`src/design/dwdiv_pkg.sv`:
```
// ----------------------------------------------------------------------------
// dwdiv_pkg
// Shared widths, status codes and controller command types for the
// double-word divider.
// ----------------------------------------------------------------------------
package dwdiv_pkg;

    localparam int WORD_BITS  = 32;
    localparam int DWORD_BITS = 2 * WORD_BITS;

    // Stream payload widths, rounded up to whole bytes
    localparam int S_TDATA_BITS = ((3 * WORD_BITS + 7) / 8) * 8;
    localparam int M_TDATA_BITS = ((3 * WORD_BITS + 7) / 8) * 8;
    localparam int S_TUSER_BITS = 3;
    localparam int M_TUSER_BITS = 2;

    // One quotient bit per step over the whole dividend
    localparam int STEP_CNT_BITS = $clog2(DWORD_BITS);

    typedef enum logic [M_TUSER_BITS-1:0] {
        STATUS_OK       = 2'd0,
        STATUS_DIV_ZERO = 2'd1,
        STATUS_RANGE    = 2'd2
    } status_t;

    // Commands from the controller to the datapath
    typedef struct packed {
        logic load;       // capture a new request
        logic prep;       // take magnitudes of the operands
        logic step;       // one restoring-division step
        logic fix_sign;   // apply signs to quotient and remainder
        logic fix_floor;  // floored-division correction
        logic finish;     // range check and load the output register
    } cmd_t;

endpackage

```
`src/design/double_word_divider_unit.sv`:
```
// ----------------------------------------------------------------------------
// double_word_divider_unit
// Divides a two-word dividend by a one-word divisor, unsigned or signed,
// truncating or floored, with a narrow or wide quotient.
// ----------------------------------------------------------------------------
// Sequence: accept, operand prep, 64 shift/subtract steps, sign fix, floor fix,
//   output load; a zero divisor goes from operand prep straight to output load.
// Requests are taken one at a time, set by the single radix-2 subtract
//   unit that produces one quotient bit per cycle.
// The output register lets the next request in while a result waits.
// Reset: rst_n asynchronous, active low; clears the sequencer and output
//   valid, payload registers are not reset.
module double_word_divider_unit
(
    input  logic                               clk,
    input  logic                               rst_n,
    input  logic                               s_axis_tvalid,
    output logic                               s_axis_tready,
    // dividend_high, dividend_low, divisor (from bit 0 up)
    input  logic [dwdiv_pkg::S_TDATA_BITS-1:0] s_axis_tdata,
    // signed_mode, floor_mode, wide_quotient (from bit 0 up)
    input  logic [dwdiv_pkg::S_TUSER_BITS-1:0] s_axis_tuser,
    output logic                               m_axis_tvalid,
    input  logic                               m_axis_tready,
    // quotient_low, quotient_high, remainder (from bit 0 up)
    output logic [dwdiv_pkg::M_TDATA_BITS-1:0] m_axis_tdata,
    // status
    output logic [dwdiv_pkg::M_TUSER_BITS-1:0] m_axis_tuser
);
    import dwdiv_pkg::*;

    cmd_t                 cmd;
    logic                 divisor_zero;
    logic [WORD_BITS-1:0] quotient_low;
    logic [WORD_BITS-1:0] quotient_high;
    logic [WORD_BITS-1:0] remainder;
    status_t              status;

    dwdiv_ctrl u_ctrl
    (
        .clk          (clk),
        .rst_n        (rst_n),
        .req_valid    (s_axis_tvalid),
        .req_ready    (s_axis_tready),
        .rsp_valid    (m_axis_tvalid),
        .rsp_ready    (m_axis_tready),
        .divisor_zero (divisor_zero),
        .cmd          (cmd)
    );

    dwdiv_datapath u_datapath
    (
        .clk              (clk),
        .cmd              (cmd),
        .in_dividend_high (s_axis_tdata[WORD_BITS-1:0]),
        .in_dividend_low  (s_axis_tdata[2*WORD_BITS-1:WORD_BITS]),
        .in_divisor       (s_axis_tdata[3*WORD_BITS-1:2*WORD_BITS]),
        .in_signed_mode   (s_axis_tuser[0]),
        .in_floor_mode    (s_axis_tuser[1]),
        .in_wide_quotient (s_axis_tuser[2]),
        .divisor_zero     (divisor_zero),
        .quotient_low     (quotient_low),
        .quotient_high    (quotient_high),
        .remainder        (remainder),
        .status           (status)
    );

    assign m_axis_tdata = M_TDATA_BITS'({remainder, quotient_high, quotient_low});
    assign m_axis_tuser = status;

    // One request at a time: no second accept right after an accept
    a_one_in_flight: assert property (@(posedge clk) disable iff (!rst_n)
        (s_axis_tvalid && s_axis_tready) |=> !s_axis_tready)
        else $error("request accepted while previous one in flight");

    // Loading a result always presents it on the next cycle
    a_finish_valid: assert property (@(posedge clk) disable iff (!rst_n)
        cmd.finish |=> m_axis_tvalid)
        else $error("result loaded but not presented");

    // Error results carry an all-zero payload
    a_error_zero: assert property (@(posedge clk) disable iff (!rst_n)
        (m_axis_tvalid && (m_axis_tuser == STATUS_DIV_ZERO ||
                           m_axis_tuser == STATUS_RANGE)) |-> (m_axis_tdata == '0))
        else $error("error result with nonzero payload");

endmodule

```
`src/design/dwdiv_datapath.sv`:
```
// ----------------------------------------------------------------------------
// dwdiv_datapath
// Operand registers, radix-2 shift/subtract unit, sign and floor fix-up, and
// the output payload register of the double-word divider.
// ----------------------------------------------------------------------------
module dwdiv_datapath
(
    input  logic                            clk,
    input  dwdiv_pkg::cmd_t                 cmd,
    input  logic [dwdiv_pkg::WORD_BITS-1:0] in_dividend_high,
    input  logic [dwdiv_pkg::WORD_BITS-1:0] in_dividend_low,
    input  logic [dwdiv_pkg::WORD_BITS-1:0] in_divisor,
    input  logic                            in_signed_mode,
    input  logic                            in_floor_mode,
    input  logic                            in_wide_quotient,
    output logic                            divisor_zero,
    output logic [dwdiv_pkg::WORD_BITS-1:0] quotient_low,
    output logic [dwdiv_pkg::WORD_BITS-1:0] quotient_high,
    output logic [dwdiv_pkg::WORD_BITS-1:0] remainder,
    output dwdiv_pkg::status_t              status
);
    import dwdiv_pkg::*;

    // num_reg holds the dividend and collects quotient bits as it shifts out
    logic [DWORD_BITS-1:0] num_reg, num_next;
    logic [WORD_BITS-1:0]  rem_reg, rem_next;
    logic [WORD_BITS-1:0]  ad_reg, ad_next;
    logic [WORD_BITS-1:0]  d_reg;
    logic                  sgn_reg, flr_reg, wide_reg;
    logic                  nneg_reg, nneg_next;
    logic                  dneg_reg, dneg_next;

    logic [WORD_BITS-1:0]  ql_reg, ql_next;
    logic [WORD_BITS-1:0]  qh_reg, qh_next;
    logic [WORD_BITS-1:0]  r_reg, r_next;
    status_t               st_reg, st_next;

    logic [WORD_BITS-1:0]  shifted;
    logic [WORD_BITS:0]    diff;
    logic                  take;
    logic                  opp_sign;
    logic                  fits;
    logic [WORD_BITS-1:0]  q_hi;
    logic [WORD_BITS-1:0]  q_lo;

    assign divisor_zero = (d_reg == '0);
    assign opp_sign     = nneg_reg ^ dneg_reg;
    assign q_hi         = num_reg[DWORD_BITS-1:WORD_BITS];
    assign q_lo         = num_reg[WORD_BITS-1:0];

    // Shift/subtract: the bit shifted out of rem acts as a 33rd bit
    assign shifted = {rem_reg[WORD_BITS-2:0], num_reg[DWORD_BITS-1]};
    assign diff    = {1'b0, shifted} - {1'b0, ad_reg};
    assign take    = rem_reg[WORD_BITS-1] | ~diff[WORD_BITS];

    always_comb
    begin
        if (sgn_reg)
        begin
            fits = ((q_hi == '0) && !q_lo[WORD_BITS-1]) ||
                   ((q_hi == '1) && q_lo[WORD_BITS-1]);
        end
        else
        begin
            fits = (q_hi == '0);
        end
    end

    always_comb
    begin
        num_next  = num_reg;
        rem_next  = rem_reg;
        ad_next   = ad_reg;
        nneg_next = nneg_reg;
        dneg_next = dneg_reg;
        ql_next   = ql_reg;
        qh_next   = qh_reg;
        r_next    = r_reg;
        st_next   = st_reg;

        if (cmd.load)
        begin
            num_next = {in_dividend_high, in_dividend_low};
            rem_next = '0;
        end

        if (cmd.prep)
        begin
            nneg_next = sgn_reg & num_reg[DWORD_BITS-1];
            dneg_next = sgn_reg & d_reg[WORD_BITS-1];
            if (sgn_reg && num_reg[DWORD_BITS-1])
            begin
                num_next = -num_reg;
            end
            ad_next = (sgn_reg && d_reg[WORD_BITS-1]) ? -d_reg : d_reg;
        end

        if (cmd.step)
        begin
            rem_next = take ? diff[WORD_BITS-1:0] : shifted;
            num_next = {num_reg[DWORD_BITS-2:0], take};
        end

        if (cmd.fix_sign)
        begin
            if (opp_sign)
            begin
                num_next = -num_reg;
            end
            if (nneg_reg)
            begin
                rem_next = -rem_reg;
            end
        end

        // Floored result: step the quotient down and move the remainder
        // over to the divisor's sign
        if (cmd.fix_floor)
        begin
            if (sgn_reg && flr_reg && (rem_reg != '0) && opp_sign)
            begin
                num_next = num_reg - DWORD_BITS'(1);
                rem_next = rem_reg + d_reg;
            end
        end

        if (cmd.finish)
        begin
            if (divisor_zero)
            begin
                ql_next = '0;
                qh_next = '0;
                r_next  = '0;
                st_next = STATUS_DIV_ZERO;
            end
            else if (!wide_reg && !fits)
            begin
                ql_next = '0;
                qh_next = '0;
                r_next  = '0;
                st_next = STATUS_RANGE;
            end
            else
            begin
                ql_next = q_lo;
                qh_next = wide_reg ? q_hi : '0;
                r_next  = rem_reg;
                st_next = STATUS_OK;
            end
        end
    end

    always_ff @(posedge clk)
    begin
        if (cmd.load)
        begin
            d_reg    <= in_divisor;
            sgn_reg  <= in_signed_mode;
            flr_reg  <= in_floor_mode;
            wide_reg <= in_wide_quotient;
        end
        num_reg  <= num_next;
        rem_reg  <= rem_next;
        ad_reg   <= ad_next;
        nneg_reg <= nneg_next;
        dneg_reg <= dneg_next;
        ql_reg   <= ql_next;
        qh_reg   <= qh_next;
        r_reg    <= r_next;
        st_reg   <= st_next;
    end

    assign quotient_low  = ql_reg;
    assign quotient_high = qh_reg;
    assign remainder     = r_reg;
    assign status        = st_reg;

endmodule

```
`src/design/dwdiv_ctrl.sv`:
```
// ----------------------------------------------------------------------------
// dwdiv_ctrl
// Sequencer for the double-word divider: request handshake, step counter,
// fix-up sequencing and output valid.
// ----------------------------------------------------------------------------
module dwdiv_ctrl
(
    input  logic            clk,
    input  logic            rst_n,
    input  logic            req_valid,
    output logic            req_ready,
    output logic            rsp_valid,
    input  logic            rsp_ready,
    input  logic            divisor_zero,
    output dwdiv_pkg::cmd_t cmd
);
    import dwdiv_pkg::*;

    typedef enum logic [5:0] {
        S_IDLE  = 6'b000001,
        S_PREP  = 6'b000010,
        S_DIV   = 6'b000100,
        S_SIGN  = 6'b001000,
        S_FLOOR = 6'b010000,
        S_DONE  = 6'b100000
    } state_t;

    localparam logic [STEP_CNT_BITS-1:0] LAST_STEP = STEP_CNT_BITS'(DWORD_BITS - 1);

    state_t                   state_reg, state_next;
    logic [STEP_CNT_BITS-1:0] cnt_reg, cnt_next;
    logic                     out_valid_reg, out_valid_next;

    always_comb
    begin
        state_next = state_reg;
        cnt_next   = cnt_reg;
        cmd        = '0;
        req_ready  = 1'b0;

        unique case (state_reg)
            S_IDLE:
            begin
                req_ready = 1'b1;
                if (req_valid)
                begin
                    cmd.load   = 1'b1;
                    state_next = S_PREP;
                end
            end
            S_PREP:
            begin
                // zero divisor skips straight to the result
                if (divisor_zero)
                begin
                    state_next = S_DONE;
                end
                else
                begin
                    cmd.prep   = 1'b1;
                    cnt_next   = '0;
                    state_next = S_DIV;
                end
            end
            S_DIV:
            begin
                cmd.step = 1'b1;
                cnt_next = cnt_reg + STEP_CNT_BITS'(1);
                if (cnt_reg == LAST_STEP)
                begin
                    state_next = S_SIGN;
                end
            end
            S_SIGN:
            begin
                cmd.fix_sign = 1'b1;
                state_next   = S_FLOOR;
            end
            S_FLOOR:
            begin
                cmd.fix_floor = 1'b1;
                state_next    = S_DONE;
            end
            S_DONE:
            begin
                // hold until the output register is free
                if (!out_valid_reg || rsp_ready)
                begin
                    cmd.finish = 1'b1;
                    state_next = S_IDLE;
                end
            end
            default:
            begin
                state_next = S_IDLE;
            end
        endcase
    end

    always_comb
    begin
        if (cmd.finish)
        begin
            out_valid_next = 1'b1;
        end
        else if (rsp_ready)
        begin
            out_valid_next = 1'b0;
        end
        else
        begin
            out_valid_next = out_valid_reg;
        end
    end

    always_ff @(posedge clk or negedge rst_n)
    begin
        if (!rst_n)
        begin
            state_reg     <= S_IDLE;
            cnt_reg       <= '0;
            out_valid_reg <= 1'b0;
        end
        else
        begin
            state_reg     <= state_next;
            cnt_reg       <= cnt_next;
            out_valid_reg <= out_valid_next;
        end
    end

    assign rsp_valid = out_valid_reg;

endmodule

```
`config.mk`:
```
export PLATFORM = sky130hd
export DESIGN_NAME = double_word_divider_unit
export DESIGN_NICKNAME = d
export VERILOG_FILES = /design/src/design/dwdiv_pkg.sv /design/src/design/double_word_divider_unit.sv /design/src/design/dwdiv_datapath.sv /design/src/design/dwdiv_ctrl.sv
export SDC_FILE = /design/constraint.sdc
export NUM_CORES = 1
export LEC_CHECK = 0
export ABC_AREA = 1
export BUFFER_PORTS_ARGS = -buffer_cell sky130_fd_sc_hd__buf_2
export CAP_MARGIN = 20
export CELL_PAD_IN_SITES_DETAIL_PLACEMENT = 0
export CELL_PAD_IN_SITES_GLOBAL_PLACEMENT = 1
export CORE_UTILIZATION = 44
export CTS_BUF_LIST = sky130_fd_sc_hd__clkbuf_8
export DETAILED_ROUTE_END_ITERATION = 8
export PLACE_DENSITY = 0.84
export SYNTH_ARGS = -nofsm -noshare
export SYNTH_HDL_FRONTEND = slang
export SYNTH_SLANG_ARGS = --single-unit
```
`constraint.sdc`:
```
create_clock -name clk -period 7.3 [get_ports clk]
set_input_delay 0.73 -clock clk [delete_from_list [all_inputs] [get_ports clk]]
set_output_delay 0.73 -clock clk [all_outputs]
set_load 0.1 [all_outputs]
```
Word level (Yosys, flattened, before mapping)

Index checks and enable logic that the tools add are counted.

Muxes and demuxes: 37
Shift-type cells: 0
Bitwise gates (word level): 6
Div/mod/pow operators: 0
Multiply operators: 0
Add/subtract/negate cells: 7
Equal/unequal tests: 12
Magnitude comparators: 0
Reduce and logical (&&, ||, !) cells: 23

Operators with widths:

| cell                    | count |
|---|---|
| $mux W64                | 8 |
| $mux W32                | 8 |
| $logic_not A32 Y1       | 2 |
| $neg A32 Y32            | 2 |
| $neg A64 Y64            | 1 |
| $sub A64 B1 Y64 const B | 1 |
| $pmux W6 S6             | 1 |
| $sub A32 B32 Y33        | 1 |
| $add A32 B32 Y32        | 1 |
| $eq A32 B32 Y1 const B  | 1 |
| $reduce_bool A32 Y1     | 1 |
| $mux W6                 | 5 |
| $mux W1                 | 13 |
| $eq A6 B6 Y1 const B    | 2 |
| $pmux W6 S2             | 1 |
| $logic_and A1 B1 Y1     | 8 |
| $add A6 B1 Y6 const B   | 1 |
| $eq A6 B1 Y1 const B    | 1 |
| $eq A6 B2 Y1 const B    | 1 |
| $eq A6 B3 Y1 const B    | 1 |
| $eq A6 B4 Y1 const B    | 1 |
| $eq A6 B5 Y1 const B    | 1 |
| $logic_not A1 Y1        | 4 |
| $ne A2 B1 Y1 const B    | 2 |
| 12 further kinds        | 17 |

Memories: 0
Flip-flop bits (word level): 276
Memory bits (writable): 0
Output and inout port bits: 100
Word-level logic and storage cells: 101
Latch bits: 0
Memory bits (read-only): 0

Depth between registers and ports, before layout

Word-level depth: 10
Gate-level depth with buffers: 19
Mapped depth without buffers: 18

Cells and area by module

A second synthesis with hierarchy kept.

Cells, all modules: 3,222
Area total of the unflattened synthesis: 21,229.1 um2

Modules (own cells, without submodules):

| module         | area each (um2) | instances | cells each |
|---|---|---|---|
| dwdiv_datapath | 20,473.4        | 1         | 3,127 |
| dwdiv_ctrl     | 755.7           | 1         | 95 |

Worst setup path after synthesis

Ideal clock, no wire load.

Kind: reg2reg
From: reg u_ctrl.out_valid_reg (netlist: u_ctrl.rsp_valid)
To: reg u_datapath.qh_reg[0] (netlist: u_datapath.quotient_high[0]), enable pin
Setup slack: 1.741 ns
Clock period less this slack: 5.559 ns
Arrival: 5.003 ns
Data required time: 6.743 ns
Stages on the path, launching flop included: 4
Setup time: 0.557 ns
Path through: dfrtp_1 > inv_1 > nor2_1 > nor2_1

RTL lines:

| what                     | RTL line              | RTL |
|---|---|---|
| start: declaration       | dwdiv_ctrl.sv:32      | `logic out_valid_reg, out_valid_next;` |
| start signal: assignment | dwdiv_ctrl.sv:128     | `out_valid_reg <= out_valid_next;` |
| end signal: assignment   | dwdiv_datapath.sv:168 | `qh_reg <= qh_next;` |
| end: declaration         | dwdiv_datapath.sv:34  | `logic [WORD_BITS-1:0] qh_reg, qh_next;` |

Worst setup path in the final report

From: reg u_ctrl.state_reg[2]
To: reg u_datapath.num_reg[62]

Longest elaborated chain between the ends: 10
Elaborated cells between the ends (all ways): 18
Classes of those cells: 5 x eq/ne; 13 x mux

Ends and longest elaborated chain:

| what                              | RTL line              | RTL |
|---|---|---|
| start: declaration                | dwdiv_ctrl.sv:30      | `state_t state_reg, state_next;` |
| start signal: assignment          | dwdiv_ctrl.sv:126     | `state_reg <= state_next;` |
| $eq A6 B1 Y1                      | dwdiv_ctrl.sv:41      | `unique case (state_reg)` |
| $mux W1                           | dwdiv_ctrl.sv:41      |  |
| $mux W64                          | dwdiv_datapath.sv:81  | `if (cmd.load)` |
| $mux W64                          | dwdiv_datapath.sv:91  | `if (sgn_reg && num_reg[DWORD_BITS-1])` |
| $mux W64                          | dwdiv_datapath.sv:87  | `if (cmd.prep)` |
| $mux W64                          | dwdiv_datapath.sv:98  | `if (cmd.step)` |
| $mux W64                          | dwdiv_datapath.sv:106 | `if (opp_sign)` |
| $mux W64                          | dwdiv_datapath.sv:104 | `if (cmd.fix_sign)` |
| $mux W64                          | dwdiv_datapath.sv:120 | `if (sgn_reg && flr_reg && (rem_reg != '0) && opp_sign)` |
| $mux W64 *                        | dwdiv_datapath.sv:118 | `if (cmd.fix_floor)` |
| named net u_datapath.num_next[62] | dwdiv_datapath.sv:25  | `logic [DWORD_BITS-1:0] num_reg, num_next;` |
| end signal: assignment            | dwdiv_datapath.sv:162 | `num_reg <= num_next;` |
| end: declaration                  | dwdiv_datapath.sv:25  |  |

The timed path passes the listed nets; every way through them passes the cells marked *.
A chain may end at the register's enable or synchronous reset.

==> impl_metrics.py <==
metrics = {
    "finish": {
        "stdcell_area_um2": 23100,
        "layout_common_cells": "nand2_1, inv_1, nor2_1",
        "largest_reg_flops": 64,
        "fillers": 4729,
        "layout_commonest_cell": "nand2_1",
        "syn_to_final_growth_pct": 12.1,
        "fin_nets": 3414,
        "num_antenna_cells": 0,
        "drive_gt1_share_pct": 10.5,
    },
    "clock_network": {
        "clkSinkCount": 276,
        "clock_latency_ns": 0.68,
        "clk_root_buffer_cell": "clkbuf_8",
        "cts_buffers": 50,
        "cts_tree": "built",
        "post_cts_buffers": 0,
        "cts_max_level": 2,
        "cts_buffer_depth": 3,
        "path_clk_slew_ns": 0.06,
    },
    "placed_design": {
        "dpl-instance-area_um2": 22000,
        "dp_slack_ns": 3.84,
        "dp_hpwl_um": 56900,
        "io_buffers": 202,
        "routabilityCongestion": 0.996,
    },
    "die": {
        "io_pins": 203,
        "rows": 78,
        "dieArea_um2": 47600,
        "core_um2": 45800,
        "fp.dieW_um": 218,
        "dieHeight_um": 218,
        "start_util_pct": 44.9,
    },
    "timing": {
        "max_freq_ghz": 0.289,
        "setup_viol_count_final": 0,
        "tightestPinTransition_ns": 0.993,
        "tns_ns": 0,
        "hold_viol": 0,
        "slew_headroom_pct": 33.7,
        "finClkSkew_ns": 0.0490,
        "rsz0062_at_grt": "no",
        "post-route-period-util_pct": 47.4,
        "slew_violations": 0,
        "post-route-worst-setup-slack_ns": 3.84,
        "fin_crit_ns": 3.46,
    },
    "global_routing": {
        "grtUsageMet2_pct": 42.0,
        "grt_max_degree": 96,
        "use_met1_pct": 48.9,
        "grt_antenna_before_repair": 2,
        "grt_pass1_wl_um": 112000,
        "met3_usage_pct": 5.80,
        "groute.usage.overall_pct": 30.7,
        "overflow": 0,
        "grt_pass1_vias": 19100,
        "busiest_layer": "met1",
    },
    "synthesis": {
        "syn_avg_cell_area_um2": 6.70,
        "synthDistinctLibCells": 53,
        "synth_fp_nets": 3240,
        "yosys.area.top_type": "edfxtp_1",
        "syn_area_um2": 20600,
        "yosys_warnings": 0,
        "synth_cells": 3068,
        "synth_top_area_share_pct": 24.4,
        "seq_area_frac_synth_pct": 35.3,
        "ys_top_cells_by_area": "edfxtp_1, nand2_1, dfxtp_1",
        "synth_seq_cells": 276,
    },
    "setup_path": {
        "worstPathRequired_ns": 7.92,
        "critPathSlowestCell": "buf_4",
        "worst_setup_path_start_kind": "flip-flop",
        "crit_type": "reg -> reg",
        "crit_fanout": 84,
        "critPathBufInv": 2,
        "cp_common_cell": "nand2_1",
        "end_kind": "flip-flop",
        "path_cells": "nor2_4 > nand4_2 > nor2_4 > buf_4 > buf_4 > nand2_1 > o21ai_0 > nand2_1 > o211ai_1 > nand3_1 > nand2_1",
        "cpPeakStageDelay_ns": 0.65,
        "crit_family": "simple AND/OR/NAND/NOR gates",
        "critPathArrivalTime_ns": 4.08,
    },
    "detailed_routing": {
        "wire_per_inst_um": 19.0,
        "drtPass1Iterations": 6,
        "avgViaCountPerCell": 5.42,
        "vias": 21100,
        "ant_nets": 0,
        "drtIter0Drc": 2322,
        "drc": 0,
        "drt-total-wl_um": 73800,
    },
    "power": {
        "ir_drop_uv": 319,
        "p_leak_nw": 10.9,
        "power_w": 0.0102,
        "power_density_nw_per_um2": 442,
    },
    "run_status": {
        "status": "complete, no violations",
    },
    "hold_path": {
        "hp-class": "in -> reg",
    },
    "run": {
        "cap_violations": 0,
    },
}
synthesized netlist by cell type, drive strengths merged:
cell and number:
a211oi 1, a21boi 2, a21o 2, a21oi 139, a31oi 34, and2 2
and3 2, buf 60, clkbuf 38, clkinv 8, dfrtp 12, dfstp 1
dfxtp 96, edfxtp 167, fa 2, ha 67, inv 395, nand2 912
nand3 182, nand3b 3, nand4 45, nor2 401, nor3 39, nor3b 4
nor4 11, o211ai 13, o21a 5, o21ai 255, o21bai 11, o31ai 3
o41ai 1, or2 19, xnor2 27, xor2 109
stage by stage:
step / utilization [%] / hold slack (ns) / std cells
3_5_place_dp: 48.1 / 0.534 / 3789
3_3_place_gp: 48.1 / 0.527 / 3788
2_1_floorplan: - / 0.434 / 3068
4_1_cts: 50.4 / 0.179 / 3883
6_report: 50.4 / 0.223 / 3883
5_1_grt: 50.4 / 0.184 / 3883
repair_timing:
action                                 in CTS  in global routing
setup endpoints to repair                   0                  0
hold buffers                                1                  0
gates resized for setup                     0                  0
endpoints found under the hold margin      12                  0
final cells by class:
type / count / area, um2 / area share, %
Multi-Input combinational cell: 2291 / 11300 / 49.2
Sequential cell: 276 / 7260 / 31.5
Inverter: 403 / 1510 / 6.57
Timing Repair Buffer: 220 / 1160 / 5.01
Tap cell: 600 / 751 / 3.26
Clock buffer: 52 / 716 / 3.10
Clock inverter: 41 / 320 / 1.39
where the power goes:
| part | internal, W | total (W) | switching (W) |
|---|---|---|---|
| sequential | 0.00215 | 0.00276 | 0.000608 |
| clock | 0.000845 | 0.00159 | 0.000740 |
| combinational | 0.00184 | 0.00586 | 0.00402 |
final timing paths:
path | from | endpoint | slack [ns] | cells after the start
worst max-delay path | u_ctrl.state_reg[2] | u_datapath.num_reg[62] | 3.84 | 11
worst min-delay path | s_axis_tdata[66] | u_datapath.d_reg[2] | 0.22 | 1
worst max register to register | u_ctrl.state_reg[2] | u_datapath.num_reg[62] | 3.84 | 11
worst min register to register | u_ctrl.cnt_reg[4] | u_ctrl.cnt_reg[4] | 0.56 | 2
max in group asynchronous | rst_n | u_ctrl.state_reg[0] | 6.54 | 2
min in group asynchronous | rst_n | u_ctrl.state_reg[5] | 0.48 | 2
metal layers:
metal / wire [um] / up-vias
met5: 26 / -
met4: 1230 / 4
met3: 7150 / 93
met2: 29300 / 913
met1: 36100 / 9770
li1: - / 10300
cells by family (layout without fill, tap and decap cells):
group,Yosys count,after routing,synth area share [%]
XOR/XNOR,136,136,5.79
flip-flops,276,276,35.3
AO/OA/AOI/OAI,466,466,12.1
AND/OR/NAND/NOR,1620,1620,32.9
buffers and inverters,501,716,9.67
adder cells (fa/ha/maj),69,69,4.27
(Power assumes the default switching activity.)
